`src/design/arp_cache_with_next_hop_top_macros.svh`:
```
// Assertion macros for the top-level design file.
`ifndef ARP_CACHE_WITH_NEXT_HOP_TOP_MACROS_SVH
`define ARP_CACHE_WITH_NEXT_HOP_TOP_MACROS_SVH

// Implication or plain property, checked on every rising clock edge out of reset.
`define ARPC_ASSERT(lbl, prop, msg) \
	lbl: assert property (@(posedge clk) disable iff (!arst_n) (prop)) else $error(msg);

// Condition that must never be true on a rising clock edge out of reset.
`define ARPC_NEVER(lbl, cond, msg) \
	lbl: assert property (@(posedge clk) disable iff (!arst_n) !(cond)) else $error(msg);

`endif

```
`src/design/arpc_pkg.sv`:
```
`default_nettype none

package arpc_pkg;

	localparam int IP_W          = 32;
	localparam int MAC_W         = 48;
	localparam int CFG_IDX_W     = 2;
	localparam int CFG_DATA_W    = 32;
	localparam int STATUS_W      = 2;
	localparam int ENTRIES_DEF   = 16;

	// request kinds
	localparam logic ACT_LEARN   = 1'b0;
	localparam logic ACT_RESOLVE = 1'b1;

	// result status codes
	localparam logic [STATUS_W-1:0] STATUS_UPDATED  = 2'd0;
	localparam logic [STATUS_W-1:0] STATUS_INSERTED = 2'd1;
	localparam logic [STATUS_W-1:0] STATUS_FULL     = 2'd2;
	localparam logic [STATUS_W-1:0] STATUS_RESOLVE  = 2'd3;

	// configuration register indexes
	localparam logic [CFG_IDX_W-1:0] REG_HOST_IP     = 2'd0;
	localparam logic [CFG_IDX_W-1:0] REG_SUBNET_MASK = 2'd1;
	localparam logic [CFG_IDX_W-1:0] REG_GATEWAY_IP  = 2'd2;

	// control that walks along the cell row with a request
	typedef struct packed {
		logic vld;        // request present at this hop
		logic act;        // ACT_LEARN or ACT_RESOLVE
		logic found;      // a valid entry matched upstream
		logic free_seen;  // a free entry was seen upstream
	} tok_ctl_t;

endpackage

`default_nettype wire

```
`src/design/arpc_cell.sv`:
```
`default_nettype none

module arpc_cell
	import arpc_pkg::*;
#(
	parameter int IDX_W    = $clog2(ENTRIES_DEF),
	parameter int CELL_IDX = 0
) (
	input  wire                    clk,
	input  wire                    arst_n,
	// request from the left neighbor
	input  tok_ctl_t               in_ctl,
	input  wire  [IP_W-1:0]        in_ip,
	input  wire  [MAC_W-1:0]       in_mac,
	input  wire  [IDX_W-1:0]       in_free_idx,
	// request to the right neighbor
	output tok_ctl_t               out_ctl,
	output logic [IP_W-1:0]        out_ip,
	output logic [MAC_W-1:0]       out_mac,
	output logic [IDX_W-1:0]       out_free_idx,
	// insert broadcast from the controller
	input  wire                    ins_en,
	input  wire  [IDX_W-1:0]       ins_idx,
	input  wire  [IP_W-1:0]        ins_ip,
	input  wire  [MAC_W-1:0]       ins_mac
);

	logic              valid_q;
	logic [IP_W-1:0]   ip_q;
	logic [MAC_W-1:0]  mac_q;

	tok_ctl_t          fwd_ctl_q;
	logic [IP_W-1:0]   fwd_ip_q;
	logic [MAC_W-1:0]  fwd_mac_q;
	logic [IDX_W-1:0]  fwd_free_idx_q;

	logic     match;
	logic     take_free;
	logic     ins_here;
	tok_ctl_t nxt_ctl;

	assign match     = in_ctl.vld && valid_q && (ip_q == in_ip);
	assign take_free = in_ctl.vld && !valid_q && !in_ctl.free_seen;
	assign ins_here  = ins_en && (ins_idx == IDX_W'(CELL_IDX));

	always_comb begin
		nxt_ctl           = in_ctl;
		nxt_ctl.found     = in_ctl.found | match;
		nxt_ctl.free_seen = in_ctl.free_seen | take_free;
	end

	// entry valid bit
	always_ff @(posedge clk or negedge arst_n) begin
		if (!arst_n) begin
			valid_q <= 1'b0;
		end else if (ins_here) begin
			valid_q <= 1'b1;
		end
	end

	// entry payload: insert from the controller, MAC update on a learn hit
	always_ff @(posedge clk) begin
		if (ins_here) begin
			ip_q  <= ins_ip;
			mac_q <= ins_mac;
		end else if (match && in_ctl.act == ACT_LEARN) begin
			mac_q <= in_mac;
		end
	end

	// hop control to the neighbor
	always_ff @(posedge clk or negedge arst_n) begin
		if (!arst_n) begin
			fwd_ctl_q <= '0;
		end else begin
			fwd_ctl_q <= nxt_ctl;
		end
	end

	// hop payload: a resolve hit picks up this entry's MAC
	always_ff @(posedge clk) begin
		fwd_ip_q <= in_ip;
		if (match && in_ctl.act == ACT_RESOLVE && !in_ctl.found) begin
			fwd_mac_q <= mac_q;
		end else begin
			fwd_mac_q <= in_mac;
		end
		fwd_free_idx_q <= take_free ? IDX_W'(CELL_IDX) : in_free_idx;
	end

	assign out_ctl      = fwd_ctl_q;
	assign out_ip       = fwd_ip_q;
	assign out_mac      = fwd_mac_q;
	assign out_free_idx = fwd_free_idx_q;

endmodule

`default_nettype wire

```
`src/design/arp_cache_with_next_hop_top.sv`:
```
// Channel   | Signals                                   | Handshake
// ----------+-------------------------------------------+-------------------------------
// request   | action, ip_addr, mac_addr                 | taken when start && !busy
// result    | status, hit, next_hop_ip, mac_out         | done, one cycle, no stall
// config    | cfg_idx, cfg_wdata                        | written when cfg_we
//
// The accepting edge loads the head register; the request then walks the row of
// TABLE_ENTRIES cells one cell per cycle, and the result register strobes done once it leaves the last cell.
// busy is low again in the done cycle, so a new request may be accepted while
// the result is shown; the block takes no new request while one is in the cell row.
// Reset clears all valid bits and the config registers at once; no clearing pass.
// The receiver cannot stall: each result is shown for exactly one cycle.
`default_nettype none
`include "arp_cache_with_next_hop_top_macros.svh"

module arp_cache_with_next_hop_top
	import arpc_pkg::*;
#(
	parameter int TABLE_ENTRIES = ENTRIES_DEF
) (
	input  wire                    clk,
	input  wire                    arst_n,
	// request
	input  wire                    start,
	output logic                   busy,
	input  wire                    action,
	input  wire  [IP_W-1:0]        ip_addr,
	input  wire  [MAC_W-1:0]       mac_addr,
	// result
	output logic                   done,
	output logic [STATUS_W-1:0]    status,
	output logic                   hit,
	output logic [IP_W-1:0]        next_hop_ip,
	output logic [MAC_W-1:0]       mac_out,
	// configuration
	input  wire                    cfg_we,
	input  wire  [CFG_IDX_W-1:0]   cfg_idx,
	input  wire  [CFG_DATA_W-1:0]  cfg_wdata
);

	localparam int IDX_W = (TABLE_ENTRIES > 1) ? $clog2(TABLE_ENTRIES) : 1;

	logic [IP_W-1:0] host_ip_q;
	logic [IP_W-1:0] subnet_mask_q;
	logic [IP_W-1:0] gateway_ip_q;

	logic            busy_q;
	logic            accept;
	logic            off_subnet;
	logic [IP_W-1:0] hop;

	tok_ctl_t         head_ctl_q;
	logic [IP_W-1:0]  head_ip_q;
	logic [MAC_W-1:0] head_mac_q;

	tok_ctl_t         ch_ctl      [TABLE_ENTRIES+1];
	logic [IP_W-1:0]  ch_ip       [TABLE_ENTRIES+1];
	logic [MAC_W-1:0] ch_mac      [TABLE_ENTRIES+1];
	logic [IDX_W-1:0] ch_free_idx [TABLE_ENTRIES+1];
	logic [TABLE_ENTRIES:0] ch_vld;

	tok_ctl_t        tail;
	logic            ins_en;

	logic                done_q;
	logic [STATUS_W-1:0] status_q;
	logic                hit_q;
	logic [IP_W-1:0]     next_hop_q;
	logic [MAC_W-1:0]    mac_out_q;

	assign accept = start && !busy_q;
	assign busy   = busy_q;

	// configuration registers
	always_ff @(posedge clk or negedge arst_n) begin
		if (!arst_n) begin
			host_ip_q     <= '0;
			subnet_mask_q <= '0;
			gateway_ip_q  <= '0;
		end else if (cfg_we) begin
			unique case (cfg_idx)
				REG_HOST_IP:     host_ip_q     <= cfg_wdata;
				REG_SUBNET_MASK: subnet_mask_q <= cfg_wdata;
				REG_GATEWAY_IP:  gateway_ip_q  <= cfg_wdata;
				default: ;
			endcase
		end
	end

	// next hop: gateway for off-subnet destinations of a resolve request
	assign off_subnet = (ip_addr & subnet_mask_q) != (host_ip_q & subnet_mask_q);
	assign hop = (action == ACT_RESOLVE && off_subnet) ? gateway_ip_q : ip_addr;

	// head of the cell row
	always_ff @(posedge clk or negedge arst_n) begin
		if (!arst_n) begin
			head_ctl_q <= '0;
		end else begin
			head_ctl_q.vld       <= accept;
			head_ctl_q.act       <= action;
			head_ctl_q.found     <= 1'b0;
			head_ctl_q.free_seen <= 1'b0;
		end
	end

	always_ff @(posedge clk) begin
		if (accept) begin
			head_ip_q  <= hop;
			head_mac_q <= (action == ACT_LEARN) ? mac_addr : '0;
		end
	end

	assign ch_ctl[0]      = head_ctl_q;
	assign ch_ip[0]       = head_ip_q;
	assign ch_mac[0]      = head_mac_q;
	assign ch_free_idx[0] = '0;

	// row of table cells
	for (genvar k = 0; k < TABLE_ENTRIES; k++) begin : g_cell
		arpc_cell #(
			.IDX_W    (IDX_W),
			.CELL_IDX (k)
		) u_cell (
			.clk          (clk),
			.arst_n       (arst_n),
			.in_ctl       (ch_ctl[k]),
			.in_ip        (ch_ip[k]),
			.in_mac       (ch_mac[k]),
			.in_free_idx  (ch_free_idx[k]),
			.out_ctl      (ch_ctl[k+1]),
			.out_ip       (ch_ip[k+1]),
			.out_mac      (ch_mac[k+1]),
			.out_free_idx (ch_free_idx[k+1]),
			.ins_en       (ins_en),
			.ins_idx      (ch_free_idx[TABLE_ENTRIES]),
			.ins_ip       (ch_ip[TABLE_ENTRIES]),
			.ins_mac      (ch_mac[TABLE_ENTRIES])
		);
	end

	for (genvar k = 0; k <= TABLE_ENTRIES; k++) begin : g_vld
		assign ch_vld[k] = ch_ctl[k].vld;
	end

	// end of the row: insert a new pair into the lowest free entry
	assign tail   = ch_ctl[TABLE_ENTRIES];
	assign ins_en = tail.vld && tail.act == ACT_LEARN && !tail.found && tail.free_seen;

	// busy from accept until the request leaves the row
	always_ff @(posedge clk or negedge arst_n) begin
		if (!arst_n) begin
			busy_q <= 1'b0;
		end else if (accept) begin
			busy_q <= 1'b1;
		end else if (tail.vld) begin
			busy_q <= 1'b0;
		end
	end

	// result register
	always_ff @(posedge clk or negedge arst_n) begin
		if (!arst_n) begin
			done_q <= 1'b0;
		end else begin
			done_q <= tail.vld;
		end
	end

	always_ff @(posedge clk) begin
		if (tail.vld) begin
			if (tail.act == ACT_RESOLVE) begin
				status_q   <= STATUS_RESOLVE;
				hit_q      <= tail.found;
				next_hop_q <= ch_ip[TABLE_ENTRIES];
				mac_out_q  <= tail.found ? ch_mac[TABLE_ENTRIES] : '0;
			end else begin
				priority if (tail.found) begin
					status_q <= STATUS_UPDATED;
				end else if (tail.free_seen) begin
					status_q <= STATUS_INSERTED;
				end else begin
					status_q <= STATUS_FULL;
				end
				hit_q      <= 1'b0;
				next_hop_q <= '0;
				mac_out_q  <= '0;
			end
		end
	end

	assign done        = done_q;
	assign status      = status_q;
	assign hit         = hit_q;
	assign next_hop_ip = next_hop_q;
	assign mac_out     = mac_out_q;

	// checks
	`ARPC_ASSERT(a_one_req, $countones(ch_vld) <= 1, "more than one request in the cell row")
	`ARPC_ASSERT(a_accept_busy, accept |=> busy, "busy not raised after accept")
	`ARPC_NEVER(a_done_busy, done && busy, "result strobed while still busy")
	`ARPC_ASSERT(a_learn_zero, done && status != STATUS_RESOLVE |-> !hit && next_hop_ip == '0, "learn result carries resolve fields")

endmodule

`default_nettype wire

```
`config.mk`:
```
export PLATFORM = sky130hd
export DESIGN_NAME = arp_cache_with_next_hop_top
export DESIGN_NICKNAME = d
export VERILOG_FILES = /design/src/design/arpc_pkg.sv /design/src/design/arpc_cell.sv /design/src/design/arp_cache_with_next_hop_top.sv
export VERILOG_INCLUDE_DIRS = /design/src /design/src/design
export SDC_FILE = /design/constraint.sdc
export NUM_CORES = 2
export LEC_CHECK = 0
export BUFFER_PORTS_ARGS = -buffer_cell sky130_fd_sc_hd__buf_2
export CAP_MARGIN = 20
export CORE_ASPECT_RATIO = 0.7
export CORE_MARGIN = 10
export CORE_UTILIZATION = 55
export CTS_BUF_LIST = sky130_fd_sc_hd__clkbuf_4 sky130_fd_sc_hd__clkbuf_8
export CTS_CLUSTER_DIAMETER = 100
export CTS_CLUSTER_SIZE = 28
export DETAILED_ROUTE_END_ITERATION = 6
export PLACE_DENSITY = 0.71
export REMOVE_ABC_BUFFERS = 1
export SKIP_CTS_REPAIR_TIMING = 1
export SLEW_MARGIN = 20
export SYNTH_ARGS = -nofsm -noshare
export SYNTH_HDL_FRONTEND = slang
export SYNTH_SLANG_ARGS = --single-unit
```
`constraint.sdc`:
```
create_clock -name clk -period 8.2 [get_ports clk]
set_input_delay 0.82 -clock clk [delete_from_list [all_inputs] [get_ports clk]]
set_output_delay 0.82 -clock clk [all_outputs]
set_load 0.05 [all_outputs]
```
Word level (Yosys, flattened, before mapping)
Cells that the tools add are included.

operators by class
  multiplexer cells = 53
  bitwise logic cells = 49
  reductions and logical operators = 202
  equal/unequal tests = 34

operators by type and width
  kind                number
  $mux 48             48
  $eq 32x32->1        16
  $logic_and 1x1->1   131
  $and 32x32->32      2
  $logic_not 1->1     48
  $reduce_bool 2->1   17
  $eq 4x4->1 const B  8
  $mux 32             1
  $ne 32x32->1        1
  $or 1x1->1          30
  $not 1->1           17
  $eq 4x3->1 const B  4
  $eq 4x2->1 const B  2
  $reduce_and 2->1    4
  $eq 4x1->1 const B  1
  $logic_not 4->1     1
  $mux 2              2
  $eq 2x1->1 const B  1
  $eq 2x2->1 const B  1
  $logic_not 2->1     1
  $mux 1              2

word-level totals
  flip-flop bits (word level) = 2952
  output and inout port bits = 85
  logic and storage cells = 510
  input port bits = 119

Depth between registers and ports, before layout
  depth in word-level cells = 6
  depth in mapped cells = 9
  mapped depth without buffers = 7

By module
A second synthesis with hierarchy kept.

second synthesis, totals
  cells, all modules = 6529
  area total of the unflattened synthesis = 105157.1 µm²

modules (own cells, without submodules)
  module                              cells each  seq. area each (µm²)  instances  area each (µm²)
  arpc_cell at g_cell[10].u_cell ...  344         4209.0                5          5913.2
  arpc_cell at g_cell[13].u_cell ...  344         4209.0                4          5910.7
  arpc_cell at g_cell[11].u_cell ...  446         4209.0                2          5933.2
  arpc_cell at g_cell[1].u_cell ...   345         4209.0                2          5918.2
  arp_cache_with_next_hop_top         614         7397.1                1          10466.3
  arpc_cell at g_cell[15].u_cell      446         4209.0                1          5931.9
  arpc_cell at g_cell[3].u_cell       446         4209.0                1          5930.7
  arpc_cell at g_cell[0].u_cell       345         4209.0                1          5916.9

Worst setup path before layout
Ideal clock, no wire load.

  path kind = reg2reg
  start = reg g_cell[15].u_cell.fwd_ctl_q, in the netlist g_cell[15].u_cell.out_ctl[3]
  end = reg g_cell[4].u_cell.mac_q[0] (enable)
  path slack = 2.511 ns
  stages on the path, launching flop included = 5
  arrival = 5.219 ns
  clock period less this slack = 5.689 ns
  cells stage by stage = dfrtp_1 nor4bb_1 nor2b_1 nand2b_1 o22ai_1

between the ends
  word-level cells in the longest chain between the ends = 5

ends and longest elaborated chain
  what                             line                                source
  start: declaration               arpc_cell.sv:32                     tok_ctl_t fwd_ctl_q;
  start signal: assignment         arpc_cell.sv:76                     fwd_ctl_q <= nxt_ctl;
  $logic_and 1x1->1 (3 in series)  arp_cache_with_next_hop_top.sv:147  assign ins_en = tail.vld && tail.act == ACT_LEARN && !tail.found && tail.free_seen;
  $logic_and 1x1->1                arpc_cell.sv:44                     assign ins_here = ins_en && (ins_idx == IDX_W'(CELL_IDX));
  $reduce_bool 2->1 (no line)      n/a
  end signal: assignment           arpc_cell.sv:65                     mac_q <= ins_mac;
  end signal: assignment           arpc_cell.sv:67                     mac_q <= in_mac;
  end: declaration                 arpc_cell.sv:30                     logic [MAC_W-1:0] mac_q;

Every way passes these cells.
A chain may end at the register's enable or synchronous reset.

Final worst setup path
  start = reg g_cell[15].u_cell.fwd_ctl_q, in the netlist g_cell[15].u_cell.out_ctl[3]
  end = reg g_cell[15].u_cell.ip_q[12] (enable)

between the ends
  word-level cells in the longest chain between the ends = 4

ends and longest elaborated chain
  what                             line                                source
  $logic_and 1x1->1 (3 in series)  arp_cache_with_next_hop_top.sv:147
  $logic_and 1x1->1                arpc_cell.sv:44
  end signal: assignment           arpc_cell.sv:64                     ip_q <= ins_ip;
  end: declaration                 arpc_cell.sv:29                     logic [IP_W-1:0] ip_q;

Every way passes these cells.

==> metrics <==
Yosys cell types=53; FFs w/ async S/R, synth=0.0610; r2r worst-path depth=6; GRT Total Usage=0.207; Critical Path Start Type=flip-flop; worst path cell trace=nor4bb_1, and3_1, nand3_2, buf_4, clkinv_2, buf_4; Hold Path End=gateway_ip_q[17]; Area Overhead vs Synth=6.38%; cell at the slowest stage of the critical path=nor4bb_1; area share of the largest cell type after synthesis=0.421; WP data required=8780 ps; CP max stage delay=890 ps; initial antenna violation count=19; wire length on met2=95.7 mm; Fmax achieved=213 MHz; worst reg2reg endpoint=g_cell[15].u_cell.ip_q[12]; crit end category=flip-flop; Highest Signal Layer=met5; CP bufs+invs=3; maxcap violations=0; worst reg2reg path startpoint=g_cell[15].u_cell.out_ctl[3]; reg-to-reg setup timing slack=3500 ps; CP Max Fanout=60; final setup vio count=0; leakage=slightly above 40 nW; Seq/Total Area, Yosys=0.723; clk_skew=approximately 43 ps; met3 wire length=14.6 mm; number of synthesized flops with an enable pin=between 1k and 1.5k; synthesized flop and latch total=between 2k and 3k; Tcrit/Tclk final=0.574; die area=0.205 mm2; CTS tree=built; Core Area=0.185 mm2; Hold Crit Start=cfg_wdata[17]; failing checks=DRC; initial core utilization=0.555; GP Congestion=0.828; top cells by area, synth=edfxtp_1, dfxtp_1, mux2_2; Worst-Margin Slew=1150 ps; clk sinks=2952; Root Buffer=clkbuf_8; I/O pin count=204; area leader, netlist=edfxtp_1; Pre-antenna DRT Iters=7; clock buffer depth=3; number of global-route vias before repair=50.8k; Avg Cell Area, Syn=15.8 um2; H-tree depth=3; layout cells sized above 1=0.300; grt total ovfl=0; DRT antenna net count=0; setup TNS=0 ps; num rows=132; HP Class=input pin to flip-flop; WL final=217 mm; TritonCTS Buffers=approximately 120; first-iteration detailed-routing DRC count=4912; Slew HR=0.232; Pwr Density=slightly above 200 mW/mm2; minimum hold slack=approximately 100 ps; maximum VDD drop=0.000179 V; Commonest cells post-synth=edfxtp_1, mux2_2, dfxtp_1; area used by multi-input combinational logic=0.0274 mm2; Metal-1 WL=103 mm; clk slew on worst S/H paths=160 ps; final hold violations=0; vias per cell=5.45; post-synthesis cell count=roughly 6.5k; most frequent cell after synthesis=edfxtp_1; Die W=between 500 and 600 um; min cycle time layout=approximately 4700 ps; top_reg_cell synth=edfxtp_1; register area=0.0745 mm2; pins over their slew limit=0; # nets final=between 6k and 7k; DR vias=50.4k; Die Height=382 um; cell family with most CP delay=simple AND/OR/NAND/NOR gates; outcome=finished, violations left; Clock Latency Late Sink=~970 ps; largest net degree at the start of global routing=124; Warnings, synthesis=0; port buffer count=203; routed len/inst=23.4 um; RSZ-0062 raised after global routing=false; WHS Path Cells=2; DP HPWL=~140 mm; DRC Markers=2; Critical Path AT=5290 ps; first-pass GRT wire length=roughly 330 mm; post-synthesis cell area=0.103 mm2; WS Path Type=flip-flop to flip-flop; Filler Cell Count=14.1k; most frequent CP cell=buf_4
==> final cells by class <==
type | count | area share
sequential | 2952 | 0.680
multi-input combinational | 3243 | 0.250
tap | 2479 | 0.0283
clock buffer | 211 | 0.0211
timing repair buffer | 309 | 0.0176
inverter | 49 | 0.00172
clock inverter | 10 | 0.00106
antenna | 10 | 0.000228
==> power breakdown <==
part	internal [W]	leakage, nW	switching [W]	total (W)
Sequential	0.0156	26.5	0.000140	0.0157
Combinational	0.000269	12.9	0.000186	0.000456
Clock	0.00180	1.32	0.00415	0.00595
Total	0.0177	40.7	0.00448	0.0221
==> layer usage <==
layer | track usage | vias to the layer above
li1 | - | 23300
met1 | 0.318 | 25600
met2 | 0.316 | 1319
met3 | 0.0345 | 222
met4 | 0.0351 | 6
met5 | 0 | -
==> worst max-delay path by stage <==
stage | from | to | cells past startpoint
6_report | g_cell[15].u_cell.out_ctl[3] | g_cell[15].u_cell.ip_q[12] | 6
5_1_grt | g_cell[15].u_cell.out_ctl[3] | g_cell[15].u_cell.mac_q[20] | 8
4_1_cts | g_cell[15].u_cell.out_ctl[3] | g_cell[15].u_cell.ip_q[12] | 6
3_5_place_dp | g_cell[15].u_cell.out_ctl[3] | g_cell[15].u_cell.ip_q[12] | 6
3_3_place_gp | g_cell[15].u_cell.out_ctl[3] | g_cell[15].u_cell.ip_q[12] | 6
2_1_floorplan | g_cell[15].u_cell.out_ctl[3] | g_cell[8].u_cell.mac_q[0] | 5
==> cell usage in the layout, fill, tap and decap left out, types with 5 or more instances in the layout <==
master | Yosys | final
edfxtp_1 | 1443 | 1443
mux2_2 | 1330 | 1330
dfxtp_1 | 1329 | 1327
nand2_1 | 750 | 739
xor2_1 | 281 | 281
xnor2_1 | 229 | 229
buf_2 | 77 | 202
dfrtp_1 | 180 | 177
clkbuf_8 | 0 | 117
buf_4 | 3 | 99
clkbuf_4 | 0 | 95
nor2b_1 | 92 | 90
mux2_4 | 70 | 70
nor4_1 | 66 | 65
nand4_1 | 61 | 61
nand2b_1 | 55 | 55
and3_1 | 49 | 49
or2_2 | 42 | 42
inv_1 | 49 | 41
and2_1 | 33 | 33
mux2_1 | 24 | 24
nor2_1 | 25 | 22
nand3_1 | 24 | 22
nor3_1 | 13 | 13
nand3b_1 | 11 | 11
nand2_2 | 0 | 11
diode_2 | 0 | 10
o21ai_4 | 0 | 10
a2111oi_0 | 9 | 9
a22oi_1 | 8 | 8
nor3b_2 | 0 | 7
a221oi_1 | 5 | 5
==> through the flow <==
| step | setup slack, ps | total power [W] | util | instance area, um2 | std cells |
|---|---|---|---|---|---|
| 2_1_floorplan | 219 | 0.0163 | - | 102000 | 6244 |
| 3_3_place_gp | 3670 | 0.0165 | 0.577 | 107000 | 9026 |
| 3_5_place_dp | 3600 | 0.0165 | 0.577 | 107000 | 9029 |
| 4_1_cts | 3530 | 0.0223 | 0.590 | 109000 | 9250 |
| 5_1_grt | 3180 | 0.0228 | 0.590 | 110000 | 9258 |
| 6_report | 3500 | 0.0221 | 0.591 | 110000 | 9263 |
==> flip-flops by register name (all words and copies together) (netlist names), 16 cells and up <==
name / flops
next_hop_ip: 32
g_cell.u_cell.ip_q: 512
g_cell.u_cell.out_ctl: 64
g_cell.u_cell.valid_q: 16
g_cell.u_cell.out_free_idx: 49
head_ip_q: 32
gateway_ip_q: 32
head_mac_q: 48
g_cell.u_cell.mac_q: 768
host_ip_q: 32
mac_out: 48
g_cell.u_cell.out_ip: 512
subnet_mask_q: 32
g_cell.u_cell.out_mac: 768
==> kinds of logic after synthesis <==
family,count (synthesis),synth area share
flops,2952,0.723
xor+xnor,510,0.0434
simple gates,1243,0.0572
mux,1424,0.158
buf+inv,317,0.0133
compound gates,66,0.00482
(Power assumes the default switching activity.)
